$ cat src/assert_macros.svh
// Assertion macros shared by the files that carry checks.
// Each check is sampled on the rising edge of clk and is off during reset.
`ifndef ASSERT_MACROS_SVH
`define ASSERT_MACROS_SVH

// A condition that must hold at every sampled edge.
`define CHECK_ALWAYS(label, cond, msg) \
	label: assert property (@(posedge clk) disable iff (!arst_n) (cond)) \
		else $error(msg);

// A trigger that implies a condition at the same edge.
`define CHECK_IMPLY(label, pre, post, msg) \
	label: assert property (@(posedge clk) disable iff (!arst_n) (pre) |-> (post)) \
		else $error(msg);

`endif

$ cat src/mlc_pkg.sv
// ----------------------------------------------------------------------------
// mlc_pkg: shared types and tables of the modem line classifier
// Line types, prefix pattern tables, widths and small helper functions.
// ----------------------------------------------------------------------------
package mlc_pkg;

	localparam int MaxLine      = 1023;
	localparam int LenBits      = $clog2(MaxLine + 1);
	localparam int LineLenBits  = 10;
	localparam int CountBits    = 32;
	localparam int OutCountBits = 32;
	localparam int ByteBits     = 8;
	localparam int NumTypes     = 5;
	localparam int TypeBits     = 3;
	localparam int PrioBits     = 2;
	localparam int NumPatterns  = 16;
	localparam int PatChars     = 8;
	localparam int PatIdxBits   = $clog2(PatChars);

	localparam logic [ByteBits-1:0] ChCr = 8'd13;
	localparam logic [ByteBits-1:0] ChLf = 8'd10;

	typedef logic [ByteBits-1:0] byte_t;

	typedef enum logic [TypeBits-1:0] {
		TypeGps     = 3'd0,
		TypeCell    = 3'd1,
		TypeMqtt    = 3'd2,
		TypeAt      = 3'd3,
		TypeUnknown = 3'd4
	} line_type_t;

	// Result of the matcher for the byte held in the input register.
	typedef struct packed {
		logic               emit;
		line_type_t         kind;
		logic [LenBits-1:0] length;
	} mlc_info_t;

	localparam byte_t Nul = 8'h00;

	// Pattern characters, padded with NUL; padding is never compared.
	localparam byte_t PatText [NumPatterns][PatChars] = '{
		'{"$", "G", "P", Nul, Nul, Nul, Nul, Nul},
		'{"$", "G", "L", Nul, Nul, Nul, Nul, Nul},
		'{"$", "G", "A", Nul, Nul, Nul, Nul, Nul},
		'{"$", "G", "B", Nul, Nul, Nul, Nul, Nul},
		'{"$", "G", "N", Nul, Nul, Nul, Nul, Nul},
		'{"+", "C", "R", "E", "G", Nul, Nul, Nul},
		'{"+", "C", "S", "Q", Nul, Nul, Nul, Nul},
		'{"+", "C", "O", "P", "S", Nul, Nul, Nul},
		'{"+", "C", "G", "A", "T", "T", Nul, Nul},
		'{"+", "C", "F", "U", "N", Nul, Nul, Nul},
		'{"+", "C", "P", "I", "N", Nul, Nul, Nul},
		'{"+", "C", "M", "Q", "T", "T", Nul, Nul},
		'{"O", "K", Nul, Nul, Nul, Nul, Nul, Nul},
		'{"E", "R", "R", "O", "R", Nul, Nul, Nul},
		'{"R", "E", "A", "D", "Y", Nul, Nul, Nul},
		'{"A", "T", "+", Nul, Nul, Nul, Nul, Nul}
	};

	localparam logic [PatIdxBits-1:0] PatLen [NumPatterns] = '{
		3'd3, 3'd3, 3'd3, 3'd3, 3'd3,
		3'd5, 3'd4, 3'd5, 3'd6, 3'd5, 3'd5,
		3'd6,
		3'd2, 3'd5, 3'd5, 3'd3
	};

	// Set where the line must equal the pattern rather than start with it.
	localparam logic [NumPatterns-1:0] PatWhole = 16'b0111_0000_0000_0000;

	localparam line_type_t PatKind [NumPatterns] = '{
		TypeGps, TypeGps, TypeGps, TypeGps, TypeGps,
		TypeCell, TypeCell, TypeCell, TypeCell, TypeCell, TypeCell,
		TypeMqtt,
		TypeAt, TypeAt, TypeAt, TypeAt
	};

	localparam logic [NumPatterns-1:0] AllAlive = '1;

	function automatic logic [PrioBits-1:0] prio_of(input line_type_t kind);
		logic [PrioBits-1:0] p;
		unique case (kind)
			TypeGps:  p = 2'd0;
			TypeCell: p = 2'd1;
			TypeMqtt: p = 2'd1;
			TypeAt:   p = 2'd2;
			default:  p = 2'd3;
		endcase
		return p;
	endfunction

	function automatic logic [CountBits-1:0] sat_inc(input logic [CountBits-1:0] v);
		return (&v) ? v : v + 1'b1;
	endfunction

endpackage

$ cat src/mlc_matcher.sv
// ----------------------------------------------------------------------------
// mlc_matcher: line length and prefix pattern tracking
// Holds the open line's length and the mask of patterns still matching, and
// classifies the line when the held byte is a line end.
// ----------------------------------------------------------------------------
module mlc_matcher (
	input  logic                clk,
	input  logic                arst_n,
	input  mlc_pkg::byte_t      byte_s1,
	input  logic                step,
	output mlc_pkg::mlc_info_t  info
);
	import mlc_pkg::*;

	logic [LenBits-1:0]     length_q;
	logic [NumPatterns-1:0] alive_q;
	logic [NumPatterns-1:0] keep;
	logic [NumPatterns-1:0] hit;
	line_type_t             kind;
	logic                   is_end;

	assign is_end = (byte_s1 == ChCr) || (byte_s1 == ChLf);

	always_comb begin
		for (int i = 0; i < NumPatterns; i++) begin
			if (length_q < LenBits'(PatLen[i])) begin
				keep[i] = (PatText[i][length_q[PatIdxBits-1:0]] == byte_s1);
			end else begin
				keep[i] = !PatWhole[i];
			end
			if (PatWhole[i]) begin
				hit[i] = alive_q[i] && (length_q == LenBits'(PatLen[i]));
			end else begin
				hit[i] = alive_q[i] && (length_q >= LenBits'(PatLen[i]));
			end
		end
	end

	// The lowest-numbered matching pattern decides the type.
	always_comb begin
		kind = TypeUnknown;
		for (int i = NumPatterns - 1; i >= 0; i--) begin
			if (hit[i]) begin
				kind = PatKind[i];
			end
		end
	end

	assign info.emit   = is_end && (length_q != '0);
	assign info.kind   = kind;
	assign info.length = length_q;

	always_ff @(posedge clk or negedge arst_n) begin
		if (!arst_n) begin
			length_q <= '0;
			alive_q  <= AllAlive;
		end else if (step) begin
			if (is_end) begin
				length_q <= '0;
				alive_q  <= AllAlive;
			end else begin
				alive_q <= alive_q & keep;
				if (length_q < LenBits'(MaxLine)) begin
					length_q <= length_q + 1'b1;
				end
			end
		end
	end

endmodule

$ cat src/modem_line_classifier_top.sv
// ----------------------------------------------------------------------------
// modem_line_classifier_top: modem receive line splitter and classifier
// Splits received bytes into lines at CR or LF, classifies each non-empty
// line and reports type, priority, length, routing and saturating counts.
// ----------------------------------------------------------------------------
//
//  channel  direction  handshake            payload
//  input    in         in_valid / in_stall  rx_byte
//  result   out        out_valid/out_stall  line_type, priority_res, line_length,
//                                           routed, type_count, total_count
//  config   in         cfg_valid/cfg_ready  route_mask
//
// One byte is taken every cycle while in_stall is low. A byte is held in the
// input register while the matcher and counter update work on it; a line end's
// result is then loaded into the output register, from which it can be taken.
// Reset clears the line state, the counters and the routing mask.
// While a result waits under out_stall, bytes keep passing the input register;
// in_stall rises only while the held byte ends a non-empty line.
`include "assert_macros.svh"

module modem_line_classifier_top (
	input  logic                              clk,
	input  logic                              arst_n,
	input  logic                              in_valid,
	output logic                              in_stall,
	input  logic [mlc_pkg::ByteBits-1:0]      rx_byte,
	output logic                              out_valid,
	input  logic                              out_stall,
	output logic [mlc_pkg::TypeBits-1:0]      line_type,
	output logic [mlc_pkg::PrioBits-1:0]      priority_res,
	output logic [mlc_pkg::LineLenBits-1:0]   line_length,
	output logic                              routed,
	output logic [mlc_pkg::OutCountBits-1:0]  type_count,
	output logic [mlc_pkg::OutCountBits-1:0]  total_count,
	input  logic                              cfg_valid,
	output logic                              cfg_ready,
	input  logic [mlc_pkg::NumTypes-1:0]      route_mask
);
	import mlc_pkg::*;

	logic                 valid_s1;
	byte_t                byte_s1;
	mlc_info_t            info;
	logic                 advance;
	logic                 fire;
	logic                 out_free;
	logic [NumTypes-1:0]  route_q;
	logic [CountBits-1:0] type_cnt_q [NumTypes];
	logic [CountBits-1:0] total_q;
	logic [CountBits-1:0] type_next;
	logic [CountBits-1:0] total_next;

	mlc_matcher u_matcher (
		.clk     (clk),
		.arst_n  (arst_n),
		.byte_s1 (byte_s1),
		.step    (advance),
		.info    (info)
	);

	assign cfg_ready = 1'b1;
	assign out_free  = !out_valid || !out_stall;
	// Only a line end that yields a result needs room in the output register.
	assign advance   = valid_s1 && (!info.emit || out_free);
	assign fire      = advance && info.emit;
	assign in_stall  = valid_s1 && !advance;

	assign type_next  = sat_inc(type_cnt_q[info.kind]);
	assign total_next = sat_inc(total_q);

	always_ff @(posedge clk or negedge arst_n) begin
		if (!arst_n) begin
			valid_s1 <= 1'b0;
		end else begin
			valid_s1 <= (in_valid && !in_stall) || (valid_s1 && !advance);
		end
	end

	always_ff @(posedge clk) begin
		if (in_valid && !in_stall) begin
			byte_s1 <= rx_byte;
		end
	end

	always_ff @(posedge clk or negedge arst_n) begin
		if (!arst_n) begin
			route_q <= '0;
		end else if (cfg_valid && cfg_ready) begin
			route_q <= route_mask;
		end
	end

	always_ff @(posedge clk or negedge arst_n) begin
		if (!arst_n) begin
			total_q <= '0;
			for (int t = 0; t < NumTypes; t++) begin
				type_cnt_q[t] <= '0;
			end
		end else if (fire) begin
			total_q                <= total_next;
			type_cnt_q[info.kind] <= type_next;
		end
	end

	always_ff @(posedge clk or negedge arst_n) begin
		if (!arst_n) begin
			out_valid <= 1'b0;
		end else if (fire) begin
			out_valid <= 1'b1;
		end else if (!out_stall) begin
			out_valid <= 1'b0;
		end
	end

	always_ff @(posedge clk) begin
		if (fire) begin
			line_type    <= info.kind;
			priority_res <= prio_of(info.kind);
			line_length  <= LineLenBits'(info.length);
			routed       <= route_q[info.kind];
			type_count   <= OutCountBits'(type_next);
			total_count  <= OutCountBits'(total_next);
		end
	end

	`CHECK_IMPLY(a_stall_has_word, in_stall, valid_s1, "stall with no word")
	`CHECK_IMPLY(a_total_covers_type, out_valid, total_count >= type_count, "type above total")
	`CHECK_IMPLY(a_prio_matches, out_valid, priority_res == prio_of(line_type_t'(line_type)), "bad prio")
	`CHECK_IMPLY(a_len_nonzero, out_valid, line_length != '0, "empty line reported")

endmodule

$ cat config.mk
export PLATFORM = sky130hd
export DESIGN_NAME = modem_line_classifier_top
export DESIGN_NICKNAME = d
export VERILOG_FILES = /design/src/mlc_pkg.sv /design/src/mlc_matcher.sv /design/src/modem_line_classifier_top.sv
export VERILOG_INCLUDE_DIRS = /design/src /design/src/src
export SDC_FILE = /design/constraint.sdc
export NUM_CORES = 1
export LEC_CHECK = 0
export BUFFER_PORTS_ARGS = -buffer_cell sky130_fd_sc_hd__buf_2
export CAP_MARGIN = 25
export CELL_PAD_IN_SITES_DETAIL_PLACEMENT = 0
export CELL_PAD_IN_SITES_GLOBAL_PLACEMENT = 2
export CORE_MARGIN = 2
export CORE_UTILIZATION = 36
export DETAILED_ROUTE_END_ITERATION = 8
export PLACE_DENSITY = 0.8
export SETUP_SLACK_MARGIN = 0.02
export SLEW_MARGIN = 20
export SYNTH_ARGS = -nofsm -noshare
export SYNTH_HDL_FRONTEND = slang
export SYNTH_SLANG_ARGS = --single-unit
$ cat constraint.sdc
create_clock -name clk -period 5.52 [get_ports clk]
set_input_delay 0.552 -clock clk [delete_from_list [all_inputs] [get_ports clk]]
set_output_delay 0.552 -clock clk [all_outputs]
set_load 0.02 [all_outputs]
==> Yosys cells after proc, flatten, opt, wreduce, memory -nomap -nowiden <==
Memories as Yosys holds them, arrays and structs flattened.
Cells that the tools add are included.
{ "op_classes": {"add_sub_neg": 3, "n_lt_le_gt_ge": 14, "eq_ne": 24, "muxes": 80, "bitwise_logic": 3, "reduce_logical": 38} }
{ "op_table": {"columns": ["op", "n"], "rows": [
  ["$mux W8", 32],
  ["$bwmux W160", 1],
  ["$mux W32", 5],
  ["$eq A8 B8 Y1", 16],
  ["$bmux W32 S3", 1],
  ["$demux W32 S3", 1],
  ["$add A32 B1 Y32 const B", 2],
  ["$reduce_and A32 Y1", 2],
  ["$mux W3", 16],
  ["$ge A10 B3 Y1 const B", 3],
  ["$lt A10 B3 Y1 const B", 3],
  ["$logic_and A1 B1 Y1", 22],
  ["$lt A10 B2 Y1 const B", 2],
  ["$mux W10", 2],
  ["$mux W1", 19],
  ["$and A16 B16 Y16", 1],
  ["$eq A8 B4 Y1 const B", 2],
  ["$mux W16", 1],
  ["$add A10 B1 Y10 const B", 1],
  ["$eq A10 B2 Y1 const B", 1],
  ["$eq A10 B3 Y1 const B", 1],
  ["$ge A10 B2 Y1 const B", 1],
  ["$lt A10 B10 Y1 const B", 1],
  ["$reduce_bool A10 Y1", 1],
  ["other kinds (15)", 25]
]} }
{ "word_totals": {"ff_bits": 313, "rom_bits": 1024, "in_bits": 18, "memories": 16} }
{ "mem_list": {"columns": ["name", "depth", "word_bits", "read_ports", "rd_clocked_by_memory_dff", "write_ports", "line", "source"], "rows": [
  ["(name not given)", 8, 8, 1, 0, 0, "mlc_matcher.sv:27", "keep[i] = (PatText[i][length_q[PatIdxBits-1:0]] == byte_s1);"],
  ["(name not given)", 8, 8, 1, 0, 0, "mlc_matcher.sv:27", null],
  ["(name not given)", 8, 8, 1, 0, 0, "mlc_matcher.sv:27", null],
  ["(name not given)", 8, 8, 1, 0, 0, "mlc_matcher.sv:27", null],
  ["(name not given)", 8, 8, 1, 0, 0, "mlc_matcher.sv:27", null],
  ["(name not given)", 8, 8, 1, 0, 0, "mlc_matcher.sv:27", null],
  ["10 more memories", null, null, null, null, null, null, null]
]} }

==> Logic depth before layout (Yosys ltp) <==
{ "depth": {"word_depth": 25, "depth_mapped": 20} }

==> Modules after synthesis <==
A second synthesis with hierarchy kept.
{ "unflattened": {"hier_cells": 1439, "hier_area_um2": 16123.0} }
{ "modules_own_cells": {"columns": ["module", "instances", "cells_each", "area_each_um2"], "rows": [
  ["modem_line_classifier_top", 1, 1070, 13359.1],
  ["mlc_matcher", 1, 369, 2763.9]
]} }

==> Worst setup path before layout <==
Ideal clock, no wire load.
{ "synth_timing": {"path_kind": "flip-flop to flip-flop", "from": "reg u_matcher.length_q[6]", "to": "reg total_q[21]", "arrival_time_ns": 5.540, "setup_slack_ns": -0.151, "path_stages_with_launch": 15, "n_path_buf": 4, "synth_period_minus_slack_ns": 5.671, "path_cell_list": "dfrtp_1 or4_4 buf_4 nor2_1 nand2_1 nor3b_1 nand2b_1 clkbuf_1 nor2_1 nand2_1 inv_1 clkbuf_1 clkbuf_1 nand2_1 xnor2_1"} }
{ "synth_via": {"elab_chain_len": 6} }
{ "synth_lines": {"columns": ["item", "line", "source"], "rows": [
  ["start: declaration", "mlc_matcher.sv:15", "logic [LenBits-1:0] length_q;"],
  ["start signal: assignment", "mlc_matcher.sv:64", "length_q <= length_q + 1'b1;"],
  ["$reduce_bool A10 Y1 *", "mlc_matcher.sv:49", "assign info.emit = is_end && (length_q != '0);"],
  ["$logic_and A1 B1 Y1 *", "mlc_matcher.sv:49", null],
  ["$logic_not A1 Y1", "modem_line_classifier_top.sv:64", "assign advance = valid_s1 && (!info.emit || out_free);"],
  ["$logic_or A1 B1 Y1", "modem_line_classifier_top.sv:64", null],
  ["$logic_and A1 B1 Y1", "modem_line_classifier_top.sv:64", null],
  ["$logic_and A1 B1 Y1 *", "modem_line_classifier_top.sv:65", "assign fire = advance && info.emit;"],
  ["via fire", "modem_line_classifier_top.sv:45", "logic fire;"],
  ["end signal: assignment", "modem_line_classifier_top.sv:100", "total_q <= total_next;"],
  ["end: declaration", "modem_line_classifier_top.sv:49", "logic [CountBits-1:0] total_q;"]
]} }
The timed path passes the listed nets; every way through them passes the cells marked *.
A chain may end at the register's enable or synchronous reset.

==> Worst setup path after layout <==
{ "layout_timing": {"from": "reg u_matcher.length_q[9]", "to": "reg type_count[1] (netlist name) (data pin)"} }
{ "layout_via": {"elab_chain_len": 24, "word_cells_on_any_way": 45, "cone_classes": "1 x add/sub; 4 x order compare; 2 x eq/ne; 20 x mux; 1 x bitwise; 17 x reduce/logical"} }
{ "layout_lines": {"columns": ["item", "line", "source"], "rows": [
  ["$ge A10 B2 Y1", "mlc_matcher.sv:34", "hit[i] = alive_q[i] && (length_q >= LenBits'(PatLen[i]));"],
  ["$logic_and A1 B1 Y1", "mlc_matcher.sv:34", null],
  ["$mux W3 (15 in series)", "mlc_matcher.sv:43", "if (hit[i]) begin"],
  ["$mux W3 *", "mlc_matcher.sv:43", null],
  ["$not A3 Y4 (not written as such) *", "modem_line_classifier_top.sv:68", "assign type_next = sat_inc(type_cnt_q[info.kind]);"],
  ["$bmux W32 S3 *", "modem_line_classifier_top.sv:68", null],
  ["$mux W32 (not written as such) * (2 in series)", "modem_line_classifier_top.sv:68", null],
  ["$add A32 B1 Y32 / $reduce_and A32 Y1 (equally long branches)", "mlc_pkg.sv:94", "return (&v) ? v : v + 1'b1;"],
  ["$mux W32 *", "mlc_pkg.sv:94", null],
  ["via type_next[1]", "modem_line_classifier_top.sv:50", "logic [CountBits-1:0] type_next;"],
  ["end signal: assignment", "modem_line_classifier_top.sv:121", "type_count <= OutCountBits'(type_next);"],
  ["end: declaration", "modem_line_classifier_top.sv:33", "output logic [mlc_pkg::OutCountBits-1:0] type_count,"]
]} }
The timed path passes the listed nets; every way through them passes the cells marked *. The select of a mux whose other input is x is not followed.

==> reports/qor.csv <==
stage,metric,value,unit
cells_and_area,fill_cells,4146,
logic_synthesis,yosysSeqAreaShare,53.8,%
global_route,grt_pass1_vias,11800,
routing,drtAntennaViolNets,0,
global_route,antenna_found_initial,0,
cells_and_area,multiInputGateArea,6640,um^2
routing,via_per_inst,5.35,
floorplan,dieArea,44500,um^2
power,p_total,0.00928,W
logic_synthesis,synth_seq_cells,313,
global_route,grt_pass1_wl,70400,um
power,p_per_area,515,nW/um^2
setup_path,endpoint_kind,register,
setup_path,cp_num_buf_inv,4,
routing,wl_per_cell,19.9,um
setup_path,critPathArrivalTime,5.43,ns
clocking,tritoncts,done,
timing,setup_viol,0,
clocking,h-tree-depth,2,
global_route,grt_usage,20.4,%
power,peakVddDrop,0.299,mV
routing,drt_iter0_markers,799,
logic_synthesis,netlist.area_leader.share,33.9,%
setup_path,path_class,reg2reg,
setup_path,path_delay_family,simple AND/OR/NAND/NOR gates,
logic_synthesis,synthArstFlopShare,71.9,%
routing,drt_first_pass_iters,5,
timing,clock_skew,0.0189,ns
timing,fin_crit_sh,93.0,%
timing,slew_headroom,31.9,%
logic_synthesis,synth_edf_count,88,
cells_and_area,register_area,8290,um^2
floorplan,core_area,42100,um^2
cells_and_area,area_growth,16.8,%
timing,setup-tns-final,0,ns
logic_synthesis,synth_compound_area_share,15.4,%
power,p_leak,7.85,nW
logic_synthesis,yosysWarnings,0,
cells_and_area,fin_cells,2218,
timing,finalCriticalPeriod,5.14,ns
logic_synthesis,synth_area_leaders,"dfrtp_1, edfxtp_1, nand2_1",
logic_synthesis,synth_area,15400,um^2
timing,max_freq,195,MHz
global_route,overflow,0,
timing,slew_viol_final,0,
placement,dp_slack,0.179,ns
timing,worst_slew_pin_slew,1.02,ns
placement,dp.cells,2148,
setup_path,worstPathRequired,5.81,ns
routing,drt-total-wl,44100,um
cells_and_area,diodes,0,
clocking,clock_tree.root_cell,clkbuf_16,
timing,setup_slack,0.384,ns
floorplan,start_util,36.6,%
status,status,"finished, final reports clean",
logic_synthesis,synth_simple_gate_area_share,16.7,%
setup_path,crit_fanout,22,
placement,dp_hpwl,30000,um
clocking,clock_sinks,313,
floorplan,die-height,211,um
placement,gp_congestion,0.890,
floorplan,die_x,211,um
logic_synthesis,synth_top_family_by_area,simple AND/OR/NAND/NOR gates,
logic_synthesis,synth.distinct_cells,87,
logic_synthesis,synth_top_area_cell,dfrtp_1,
timing,hold_viol,0,
floorplan,ios,101,
cells_and_area,drive_gt1_share,17.9,%
global_route,grt_max_degree,117,
setup_path,start_kind,register,
clocking,cts-buffers-inserted,38,
logic_synthesis,yosys.area_share.adder,0.811,%
clocking,path_clk_slew,0.06,ns
clocking,cts_setup_buffers,0,
clocking,clk_latency,0.55,ns
routing,drc,0,
cells_and_area,post-route-cell-area,18000,um^2
setup_path,cp_slowest_cell,or4_1,
placement,placed_area,16700,um^2
logic_synthesis,syn_inst,1538,
logic_synthesis,synth_fp_nets,1566,
setup_path,worstPathCellList,"or3_1, o32ai_1, o2111ai_2, inv_2, nand2_2, clkinv_2, buf_4, o2bb2ai_1, and2_1, nand4_1, or4_1, nor2_2, mux2i_2, inv_1",
floorplan,rows,75,
job,drv_cap,0,
timing,rsz0062_at_grt,true,
hold_path,worstHoldPathType,in2async,
placement,io_buffers,99,
setup_path,cp_slowest_stage_delay,0.68,ns
routing,vias,11900,
logic_synthesis,synthMuxAreaShare,2.45,%
clocking,clockBufferDepth,3,
logic_synthesis,ys.flop_type,dfrtp_1,
cells_and_area,final_nets,1677,
logic_synthesis,synth_xor_area_share,7.42,%
logic_synthesis,avgSynthCellArea,10.0,um^2
==> report_power, final <==
group | switching, W | internal [W]
logic | 0.00271 | 0.00138
registers | 0.000111 | 0.00262
clock network | 0.000987 | 0.00148
==> registers in the layout, summed over array words and instances, names as in the netlist <==
signal and cells:
routed 1, type_cnt_q 160, valid_s1 1, priority_res 2
byte_s1 8, total_count 32, total_q 32, type_count 32
route_q 5, u_matcher.alive_q 16, line_length 10, u_matcher.length_q 10
out_valid 1, line_type 3
==> layer usage <==
layer,routed length [um],part of all wire (%),track usage [%]
met1,21100,48,29.2
met2,20100,46,32.0
met3,1940,4.4,3.49
met4,977,2.2,5.34
met5,0,0,0
==> path summary, 6_finish.rpt <==
path / startpoint / endpoint / slack [ns] / depth (start not counted)
max: u_matcher.length_q[9]$_DFFE_PN0P_ / type_count[1]$_DFFE_PP_ / 0.38 / 14
min: arst_n / type_cnt_q[84]$_DFFE_PN0P_ / 0.04 / 1
max reg2reg: u_matcher.length_q[9]$_DFFE_PN0P_ / type_count[1]$_DFFE_PP_ / 0.38 / 14
min reg2reg: u_matcher.alive_q[0]$_DFFE_PN1P_ / u_matcher.alive_q[0]$_DFFE_PN1P_ / 0.46 / 2
max in group asynchronous: arst_n / route_q[4]$_DFFE_PN0P_ / 4.16 / 2
min in group clk: rx_byte[2] / byte_s1[2]$_DFFE_PP_ / 0.18 / 1
==> metrics by stage <==
stage	util [%]	hold slack, ns
4_1_cts	42.7	0.118
3_5_place_dp	39.8	0.449
2_1_floorplan	-	0.256
6_report	42.8	0.0379
3_3_place_gp	39.8	0.446
5_1_grt	42.8	0.157
==> worst reg2reg max path, stage by stage, from the launching register on <==
cell and delay [ns]:
dfrtp_1 0.42, or3_1 0.63, o32ai_1 0.46, o2111ai_2 0.25
inv_2 0.21, nand2_2 0.15, clkinv_2 0.35, buf_4 0.22
o2bb2ai_1 0.16, and2_1 0.24, nand4_1 0.37, or4_1 0.69
nor2_2 0.24, mux2i_2 0.42, inv_1 0.07
==> synthesized netlist by cell type (9+ instances only) <==
library cell,n
clkbuf_1,62
o21ai_0,86
a31oi_1,11
or3_1,12
mux2_2,30
nand2b_1,12
nand4_1,23
inv_1,45
nand3_1,33
dfstp_2,16
nor4_1,16
nand2_1,258
and2_1,11
xor2_1,48
or4_1,9
ha_1,10
and3_1,15
a21oi_1,46
o21ai_1,79
o32ai_1,12
edfxtp_1,88
a21o_1,18
nor3_1,26
xnor2_1,79
dfrtp_1,209
o32a_1,14
nor2_1,91
o211ai_1,17
buf_1,12
==> cells by family (layout without fill, tap and decap cells) <==
kind of cell / after synthesis / after routing
simple gates: 549 / 549
mux: 34 / 34
flops: 313 / 313
buf+inv: 136 / 277
compound gates: 366 / 366
other cells: 1 / 1
fa+ha+maj: 10 / 10
xor+xnor: 129 / 129
==> cell type report <==
type | instances | area share [%]
clock inverters | 13 | 0.625
multi-input cells | 1089 | 36.8
well taps | 539 | 3.74
repair buffers | 157 | 5.43
flip-flops and latches | 313 | 46.0
inverters | 50 | 1.06
clock buffers | 57 | 6.30
==> what timing repair did <==
action | CTS | global route
hold buffers | 0 | 0
setup endpoints to repair | 0 | 28
gates resized for setup | 0 | 6
==> cells in the final DEF (no fill, tap or decap), types with 11 or more instances in the layout <==
master and count:
o32ai_1 12, buf_2 98, dfstp_2 16, edfxtp_1 88, nand4_1 23, clkbuf_16 41, buf_4 55, or3_1 12
o32a_1 14, nor3_1 26, nand3_1 33, o21ai_1 79, nor2_1 91, a21o_1 18, mux2_2 30, and2_1 11
a31oi_1 11, a21oi_1 46, clkbuf_1 11, inv_1 44, nor4_1 15, xnor2_1 78, xor2_1 48, o211ai_1 17
nand2b_1 12, dfrtp_1 209, o21ai_0 86, and3_1 15, nand2_1 255
(Power assumes the default switching activity.)
